==> config.mk <==
export PLATFORM = sky130hd
export DESIGN_NAME = mss_cell
export DESIGN_NICKNAME = d
export VERILOG_FILES = /design/src/hdl/mss_pkg.sv /design/src/hdl/mss_cell.sv
export SDC_FILE = /design/constraint.sdc
export NUM_CORES = 1
export LEC_CHECK = 0
export ABC_AREA = 1
export BUFFER_PORTS_ARGS = -buffer_cell sky130_fd_sc_hd__buf_2
export CORE_UTILIZATION = 35
export CTS_BUF_LIST = sky130_fd_sc_hd__clkbuf_8
export DETAILED_ROUTE_END_ITERATION = 10
export PLACE_DENSITY = 0.56
export SKIP_CTS_REPAIR_TIMING = 1
export SYNTH_ARGS = -nofsm -noshare
export SYNTH_HDL_FRONTEND = slang
export SYNTH_SLANG_ARGS = --single-unit
==> constraint.sdc <==
create_clock -name clk -period 5.8 [get_ports clk]
set_clock_uncertainty 0.15 [all_clocks]
set_input_delay 0.58 -clock clk [delete_from_list [all_inputs] [get_ports clk]]
set_output_delay 0.58 -clock clk [all_outputs]
set_load 0.01 [all_outputs]
==> src/hdl/mss_pkg.sv <==
// Shared types and constants for the step sequencer tick unit.
package mss_pkg;

  // Input item kinds carried on in_tuser.
  localparam logic OP_TICK    = 1'b0;
  localparam logic OP_STEP_WR = 1'b1;

  // Configuration register indexes.
  typedef enum logic [1:0] {
    REG_STEPS_IN_USE  = 2'd0,
    REG_STEP_LENGTH   = 2'd1,
    REG_MIDI_CHANNEL  = 2'd2,
    REG_SCENE_ENABLED = 2'd3
  } reg_idx_t;

  localparam logic [6:0] OFF_VELOCITY = 7'h40;
  localparam logic [7:0] LEN_MAX      = 8'd240;
  localparam logic signed [7:0] OFS_MIN = -8'sd120;
  localparam logic signed [7:0] OFS_MAX = 8'sd120;
  localparam logic [6:0] STEP_LEN_MAX = 7'd96;
  localparam logic [6:0] RST_NOTE     = 7'd64;
  localparam logic [6:0] RST_VEL      = 7'd64;
  localparam logic [7:0] RST_LEN      = 8'd24;

  // Sequencer states.
  typedef enum logic [2:0] {
    ST_IDLE, ST_NORM, ST_CHECK, ST_SEARCH, ST_PICK, ST_OFF, ST_ON, ST_FINISH
  } state_t;

  // Step contents as written into a cell.
  typedef struct packed {
    logic [6:0]        note;
    logic [6:0]        vel;
    logic [7:0]        len;
    logic signed [7:0] ofs;
    logic              on;
  } step_t;

  // Control broadcast to all cells; load and norm act on every cell, wr, clr and set only on the selected one.
  typedef struct packed {
    logic load;   // load raw event times
    logic norm;   // one wrap-correction step on event times
    logic wr;     // write step contents, end sounding
    logic clr;    // end sounding
    logic set;    // mark sounding
  } cell_ctl_t;

  // One MIDI message.
  typedef struct packed {
    logic       is_on;
    logic [3:0] ch;
    logic [6:0] note;
    logic [6:0] vel;
  } msg_t;

endpackage

==> src/hdl/mss_cell.sv <==
// One step cell: step contents, sounding flag, event times and one stage of the min search.
module mss_cell import mss_pkg::*; #(
  parameter int IDX = 0,
  parameter int MINORS_PER_STEP = 384,
  parameter int TW = 13,
  parameter int SW = 4,
  parameter int VW = 15
) (
  input  logic              clk,
  input  logic              rst_n,
  input  cell_ctl_t         ctl,
  input  logic              sel,
  input  step_t             wdata,
  input  logic              active,
  input  logic [TW:0]       span,
  input  logic [TW-1:0]     now,
  input  logic [TW-1:0]     last,
  input  logic              prev_valid,
  input  logic [TW+SW+1:0]  prev_key,
  input  logic [TW+SW+2:0]  carry_in,
  output logic [TW+SW+2:0]  carry_out,
  output logic              done,
  output logic              sounding,
  output logic [6:0]        note,
  output logic [6:0]        vel
);

  localparam int KW = TW + SW + 2;

  step_t                 step_r;
  logic                  snd_r;
  logic signed [VW-1:0]  von_r, voff_r;
  logic [KW:0]           carry_r;

  logic signed [VW-1:0]  span_s, raw_on, raw_off;
  logic                  on_ok, off_ok;
  logic [TW-1:0]         t_on, t_off;
  logic                  in_on, in_off, wr_on, wr_off;
  logic [KW-1:0]         key_on, key_off;
  logic                  c_on, c_off;
  logic [KW:0]           best;

  assign span_s  = VW'(span);
  assign raw_on  = VW'(IDX * MINORS_PER_STEP) + (VW'(step_r.ofs) <<< 2);
  assign raw_off = raw_on + VW'({step_r.len, 2'b00});
  assign on_ok   = (von_r >= 0) && (von_r < span_s);
  assign off_ok  = (voff_r >= 0) && (voff_r < span_s);
  assign done    = !active || !step_r.on || (on_ok && off_ok);

  // Step contents and sounding flag.
  always_ff @(posedge clk) begin
    if (!rst_n) begin
      step_r <= '{note: RST_NOTE, vel: RST_VEL, len: RST_LEN, ofs: 8'sd0, on: 1'b1};
      snd_r  <= 1'b0;
    end else if (sel && ctl.wr) begin
      step_r <= wdata;
      snd_r  <= 1'b0;
    end else if (sel && ctl.clr) begin
      snd_r <= 1'b0;
    end else if (sel && ctl.set) begin
      snd_r <= 1'b1;
    end
  end

  // Event times: load raw, then fold into the loop one span per cycle.
  always_ff @(posedge clk) begin
    if (ctl.load) begin
      von_r  <= raw_on;
      voff_r <= raw_off;
    end else if (ctl.norm) begin
      if (von_r < 0) von_r <= von_r + span_s;
      else if (von_r >= span_s) von_r <= von_r - span_s;
      if (voff_r < 0) voff_r <= voff_r + span_s;
      else if (voff_r >= span_s) voff_r <= voff_r - span_s;
    end
  end

  // Window test and sort keys for this step's off and on events.
  always_comb begin
    t_on  = von_r[TW-1:0];
    t_off = voff_r[TW-1:0];
    if (now > last) begin
      in_on  = (t_on > last) && (t_on <= now);
      in_off = (t_off > last) && (t_off <= now);
      wr_on  = 1'b0;
      wr_off = 1'b0;
    end else begin
      in_on  = (t_on > last) || (t_on <= now);
      in_off = (t_off > last) || (t_off <= now);
      wr_on  = t_on <= now;
      wr_off = t_off <= now;
    end
    key_on  = {wr_on,  t_on,  1'b1, SW'(IDX)};
    key_off = {wr_off, t_off, 1'b0, SW'(IDX)};
    c_on  = active && step_r.on && in_on  && (!prev_valid || key_on  > prev_key);
    c_off = active && step_r.on && in_off && (!prev_valid || key_off > prev_key);
  end

  // Keep the smallest candidate seen so far along the chain.
  always_comb begin
    best = carry_in;
    if (c_off && (!best[KW] || key_off < best[KW-1:0])) best = {1'b1, key_off};
    if (c_on  && (!best[KW] || key_on  < best[KW-1:0])) best = {1'b1, key_on};
  end

  always_ff @(posedge clk) begin
    if (!rst_n) carry_r <= '0;
    else        carry_r <= best;
  end

  assign carry_out = carry_r;
  assign sounding  = snd_r;
  assign note      = step_r.note;
  assign vel       = step_r.vel;

endmodule

==> impl_metrics.csv, run 1 <==
group,metric,value,unit
sta,max_slew_margin,32.96,%
final_layout,final_nets,1803,
final_layout,drive_above_1_share,15.56,%
yosys,syn_area,9324,um^2
drt,num_vias,9194,
drt,dr.first_iter.drc_count,540,
worst_setup_path,slowest_stage,"edfxtp_1",
floorplan,fp.coreArea,26060,um^2
worst_setup_path,cp-start-kind,"register",
clock_tree,clock-root-buffer,"clkbuf_8",
drt,drc,0,
worst_setup_path,reg2reg_from,"voff_r[7]",
place,hpwl,24320,um
grt,track_usage,22.32,%
yosys,ys_warn_count,0,
yosys,syn-instance-count,1353,
drt,wl_met1,14560,um
worst_hold_path,min_path_type,"primary input to register",
sta,period_minus_slack,5.152,ns
worst_setup_path,slowest_delay,0.49,ns
pwr,irDropWorstVdd,0.0001401,V
place,post-place-ws,0.2662,ns
floorplan,boundaryPins,156,
floorplan,start_util,35.78,%
drt,viasPerCell,5.016,
worst_hold_path,min_to,"sounding",
floorplan,fp-row-count,59,
yosys,synth_area_leaders,"ha_1 25%, dfxtp_1 12%, nand2_1 12%",
worst_setup_path,path_common_cell,"nand2_1",
worst_hold_path,hold_path_depth,2,
job,max_cap_violations,0,
yosys,synth_top_area_share,24.96,%
worst_setup_path,crit_type,"register to register",
drt,top_layer_used,"met4",
final_layout,fin_cells,1833,
clock_tree,clock_latency,0.38,ns
worst_setup_path,rrSetupSlack,0.65,ns
worst_hold_path,hp-start,"ctl[1]",
clock_tree,clk_path_buf_depth,2,
floorplan,die-area,27300,um^2
worst_setup_path,arrival,5.28,ns
final_layout,fillCellCount,2790,
grt,gr-total-overflow,0,
status,outcome,"completed",
worst_setup_path,rr_endpoint,"carry_out[11]",
sta,finalSetupTns,0,ns
sta,max_freq,0.1941,GHz
grt,grt_first_pass_wirelength,45710,um
sta,setup-violations-final,0,
clock_tree,clock-sinks,82,
yosys,syn-num-nets,1664,
final_layout,regArea,1922,um^2
drt,drtPass1Iterations,5,
sta,rsz0062_at_grt,"false",
yosys,yosys.area.top_type,"ha_1",
worst_setup_path,r2r_cells,35,
drt,drt_wl_total,30140,um
place,port-buffer-count,155,
place,gp_congestion,0.9457,
worst_setup_path,critPathMaxFanout,16,
sta,slew_violations,0,
yosys,syn_area_per_cell,6.891,um^2
drt,wire_per_inst,16.44,um
sta,fin_ws,0.6485,ns
yosys,synth.ff_latch_count,82,
final_layout,stdcell_area,10640,um^2
final_layout,multi_input_comb_area,6380,um^2
yosys,seq_area_frac_synth,20.61,%
final_layout,syn2layout_area_growth,14.16,%
place,placed_cell_area,10440,um^2
grt,grt_max_degree,49,
yosys,yosys.cell_types.count,52,
drt,detail-route-antenna-nets,0,
sta,final.period_utilization,88.82,%
pwr,power_density,314.0,nW/um^2
clock_tree,path_clk_slew,0.10,ns
sta,hold_viol,0,
grt,antenna_found_initial,1,
final_layout,fin_util,40.85,%
worst_setup_path,required,5.93,ns
drt,wl_met3,1914,um
sta,worstMarginPinSlew,1.003,ns
clock_tree,cts_tree,"yes",
pwr,leakagePower,0.005759,uW
place,dp_cells,1816,
floorplan,die_y,165.2,um
drt,wl_met2,12600,um
clock_tree,htree_levels,3,
floorplan,die_w,165.2,um
clock_tree,cts_buffers,9,
grt,grt_pass1_vias,8524,
worst_setup_path,cp-end-kind,"register",
[layout make-up]
class | instances | share of cell area [%]
Antenna cell | 1 | 0.02351
Clock buffer | 9 | 1.164
Clock inverter | 7 | 0.6935
Inverter | 201 | 7.088
Multi-Input combinational cell | 1019 | 59.94
Sequential cell | 82 | 18.06
Tap cell | 335 | 3.938
Timing Repair Buffer | 179 | 9.098
[worst max-delay path: cells and delay by family, from the launching register on]
kind	cells	cell delay [ns]
AND/OR/NAND/NOR	21	2.10
flip-flops	1	0.49
AO/OA/AOI/OAI	6	0.87
adder cells (fa/ha/maj)	3	0.91
buffers and inverters	5	0.53
[cells in the mapped netlist (all sizes together)]
master,number
edfxtp,28
o21bai,8
o211ai,6
nor3,13
o31ai,4
a31o,1
a221oi,4
a31oi,3
mux2i,2
nor3b,1
dfxtp,54
nand2,294
o41ai,2
inv,201
o21ai,120
or2,10
a211oi,3
a21oi,126
o22ai,2
buf,22
xor2,5
o211a,1
o311ai,1
ha,186
nand3,60
and2,2
a21o,4
nand3b,3
nand4,15
nor2,126
clkbuf,29
o21a,1
nor4,4
a211o,1
a21boi,5
fa,5
a2111oi,1
[kinds of logic (layout without fill, tap and decap cells)]
family                     Yosys count  after routing  synth area share, %
xor gates and xnor gates             5              5               0.4697
AOI/OAI and AO/OA                  293            293                17.49
muxes                                2              2               0.2147
and+or+nand+nor                    528            528                24.14
adders and majority gates          191            191                26.03
other                                0              1                    0
buffers and inverters              252            396                11.04
DFF                                 82             82                20.61
[worst max-delay path by stage]
| stage | from | to | slack [ns] |
|---|---|---|---|
| global placement | now[12] | carry_out[6] | 0.37 |
| floorplan | last[12] | carry_out[0] | 1.05 |
| global route | voff_r[12] | carry_out[13] | 0.05 |
| finish | voff_r[7] | carry_out[11] | 0.65 |
| CTS | voff_r[12] | carry_out[11] | 0.53 |
| detailed placement | now[12] | carry_out[11] | 0.27 |
[flip-flops by register name, summed over array words and instances, names as in the netlist]
register   flops
carry_out     20
note           7
sounding       1
step_r        17
vel            7
voff_r        15
von_r         15
[per-layer routing]
metal / vias to the layer above / track usage [%]
li1: 4761 / -
met1: 4103 / 30.90
met2: 286 / 34.04
met3: 44 / 3.946
met4: 0 / 8.882
met5: - / 0
[stage by stage]
stage          hold WS [ns]  total power (uW)
2_1_floorplan        0.2918              2214
3_3_place_gp         0.3011              2867
3_5_place_dp         0.3108              2884
4_1_cts              0.2098              3339
5_1_grt              0.2191              3673
6_report             0.2315              3342
[power by group]
group / internal, uW / switching [uW] / leakage, uW
Combinational: 753 / 1310 / 0.00492
Sequential: 726 / 110 / 0.000740
Clock: 202 / 238 / 0.0000982
Total: 1680 / 1660 / 0.00576
[placed cells by master (no fill, tap or decap), drive strengths merged, types with 9 or more instances in the layout]
cell    count
nand2     294
inv       204
ha        186
buf       179
nor2      126
a21oi     126
o21ai     120
nand3      60
dfxtp      54
edfxtp     28
nand4      15
nor3       13
or2        10
clkbuf      9
(Power assumes the default switching activity.)
==> run 2, diff against run 1 <==
--- a/config.mk
+++ b/config.mk
@@ -5,7 +5,6 @@
 export SDC_FILE = /design/constraint.sdc
 export NUM_CORES = 1
 export LEC_CHECK = 0
-export ABC_AREA = 1
 export BUFFER_PORTS_ARGS = -buffer_cell sky130_fd_sc_hd__buf_2
 export CORE_UTILIZATION = 35
 export CTS_BUF_LIST = sky130_fd_sc_hd__clkbuf_8
==> run 2 against run 1 <==
Critical path depth decreased by 10; non-clock buffer count increased by 50; critical endpoint is now carry_out[2]; hold slack improved by 0.038 ns; count of clock-buffer cells in the layout unchanged; sequential share of layout area decreased by 0.37 points; highest routed layer unchanged; worst setup slack got worse by 0.39 ns; register-to-register slack got worse by 0.39 ns; clock power increased by 21%; core utilization increased by 2.2 points.
==> impl_metrics.csv, run 2 <==
group,metric,value,unit
pwr,irDropWorstVdd,0.0001280,V
pwr,intPower,2073,uW
worst_setup_path,cp-end-kind,"register",
yosys,synth_area_leaders,"ha_1 26%, dfxtp_1 12%, edfxtp_1 9.3%",
sta,slew_violations,0,
place,hpwl,24210,um
yosys,ys_warn_count,0,
pwr,leakagePower,0.005435,uW
yosys,syn_area_per_cell,8.164,um^2
final_layout,fillCellCount,2667,
grt,track_usage,22.19,%
final_layout,regArea,1922,um^2
floorplan,die-area,26520,um^2
drt,drc,0,
sta,hold_ws,0.2694,ns
job,max_cap_violations,0,
drt,drt_wl_total,29900,um
pwr,power_density,351.6,nW/um^2
floorplan,fp-row-count,58,
sta,max_freq,0.1804,GHz
clock_tree,htree_levels,3,
worst_setup_path,crit_type,"register to register",
place,port-buffer-count,155,
sta,worstMarginPinSlew,1.065,ns
pwr,clock_power_share,13.9,%
clock_tree,clk_path_buf_depth,2,
yosys,synth_commonest_cells,"186 x ha_1, 112 x inv_1, 107 x a21oi_1",
yosys,synth_top_area_share,25.70,%
worst_setup_path,reg2reg_from,"voff_r[8]",
yosys,syn-instance-count,1109,
yosys,syn_area,9054,um^2
grt,grt_first_pass_wirelength,45230,um
status,outcome,"completed",
sta,fin_ws,0.2560,ns
final_layout,layout_commonest_cell,"ha_1",
place,post-place-ws,-0.06246,ns
sta,finalSetupTns,0,ns
yosys,synth.ff_latch_count,82,
place,gp_congestion,0.9022,
worst_setup_path,required,5.92,ns
worst_setup_path,critPathLaunch,"voff_r[8]",
yosys,synth.most_common_cell,"ha_1",
final_layout,final_nets,1612,
floorplan,die_w,162.8,um
worst_setup_path,critPathMaxFanout,9,
grt,antenna_found_initial,2,
clock_tree,clock_latency,0.39,ns
floorplan,boundaryPins,156,
floorplan,fp.coreArea,25250,um^2
grt,gr-total-overflow,0,
pwr,seqPwrFrac,23.1,%
yosys,seq_area_frac_synth,21.23,%
final_layout,syn2layout_area_growth,20.03,%
worst_setup_path,r2r_cells,25,
yosys,async_flop_share,0,%
worst_setup_path,rr_endpoint,"carry_out[2]",
sta,period_minus_slack,5.544,ns
yosys,synth_edf_count,28,
drt,dr.first_iter.drc_count,607,
pwr,switchingPower,1747,uW
drt,num_vias,8767,
clock_tree,clock-root-buffer,"clkbuf_8",
final_layout,multi_input_comb_area,6529,um^2
sta,setup-violations-final,0,
yosys,yosys.area.top_type,"ha_1",
final_layout,largest_reg_flops,20,
final_layout,fin_util,43.03,%
floorplan,start_util,35.85,%
pwr,comb_power_share,63.0,%
clock_tree,cts_tree,"yes",
yosys,yosys.cell_types.count,83,
worst_setup_path,arrival,5.67,ns
worst_hold_path,min_path_type,"primary input to register",
pwr,p_sw_share,45.73,%
drt,detail-route-antenna-nets,0,
final_layout,diodes,0,
worst_setup_path,crit_end,"carry_out[2]",
clock_tree,cts_buffers,9,
sta,max_slew_margin,28.97,%
clock_tree,clock-sinks,82,
grt,grt_max_degree,38,
sta,hold_viol,0,
grt,grt_pass1_vias,8496,
clock_tree,path_clk_slew,0.10,ns
worst_setup_path,cp-start-kind,"register",
drt,drtPass1Iterations,5,
yosys,synthFlopType,"dfxtp_1",
worst_setup_path,rrSetupSlack,0.26,ns
sta,final.period_utilization,95.59,%
drt,viasPerCell,5.359,
floorplan,die_y,162.8,um
yosys,syn-num-nets,1420,
final_layout,final_cell_mix,"185 x ha_1, 155 x buf_2, 113 x inv_1",
final_layout,drive_above_1_share,21.44,%
drt,wire_per_inst,18.28,um
==> run 2: power groups by stage <==
stage / logic (uW) / registers [uW] / clock network (uW)
floorplan: 1510 / 883 / 0
global placement: 2280 / 897 / 0
detailed placement: 2310 / 896 / 0
CTS: 2330 / 882 / 547
global route: 2690 / 894 / 565
finish: 2410 / 882 / 530
==> run 2: cell families (layout without fill, tap and decap cells) <==
family	after synthesis	count (layout)	share of synthesized area (%)
compound gates	322	322	22.83
xor+xnor	29	29	2.805
fa+ha+maj	192	192	26.92
buf+inv	162	358	7.656
flops	82	82	21.23
mux	20	20	2.225
simple gates	302	303	16.34
==> run 2: through the flow <==
step	cells	instance area [um^2]	total power (uW)
floorplan	1109	9054	2388
global placement	1618	10520	3179
detailed placement	1618	10520	3207
CTS	1634	10760	3758
global route	1636	10870	4147
finish	1636	10870	3820
==> run 2: critical path, stage by stage, from the launching register on <==
cell       delay, ns
edfxtp_1        0.46
ha_1            0.36
a21oi_2         0.15
a31oi_2         0.11
a211oi_2        0.27
a21oi_2         0.12
nor2_4          0.17
ha_1            0.27
a21oi_1         0.14
o21ai_1         0.10
a2111oi_2       0.34
o21ai_1         0.12
o211ai_1        0.12
o211ai_2        0.15
buf_6           0.18
mux2i_2         0.19
ha_1            0.27
a21oi_1         0.15
nor2_1          0.05
o31a_1          0.26
o211a_1         0.22
o32a_1          0.34
o31ai_2         0.10
a41o_2          0.23
nand2_4         0.11
and4_2          0.28
==> run 2: how the worst min path moves through the flow <==
stage,depth (start not counted),slack [ns],endpoint,from
2_1_floorplan,2,0.29,note[0],note[0]
3_3_place_gp,2,0.29,note[3],note[3]
3_5_place_dp,2,0.29,vel[0],vel[0]
4_1_cts,3,0.24,step_r[0],wdata[0]
5_1_grt,3,0.27,vel[6],wdata[23]
6_report,3,0.27,step_r[13],wdata[13]
==> run 2: metal layers <==
metal	vias up	global-route usage, %	share of wire [%]
li1	4380	-	-
met1	4069	27.95	44
met2	252	38.99	48
met3	66	2.215	4.6
met4	0	7.901	3.2
met5	-	0	0
==> run 2: area by class of cell <==
cell class / instances / share of cell area, %
clock inverter: 7 / 1.071
inverter: 113 / 3.903
timing repair buffer: 229 / 12.32
clock buffer: 9 / 1.140
multi-input combinational: 866 / 60.08
sequential: 82 / 17.69
tap: 330 / 3.800
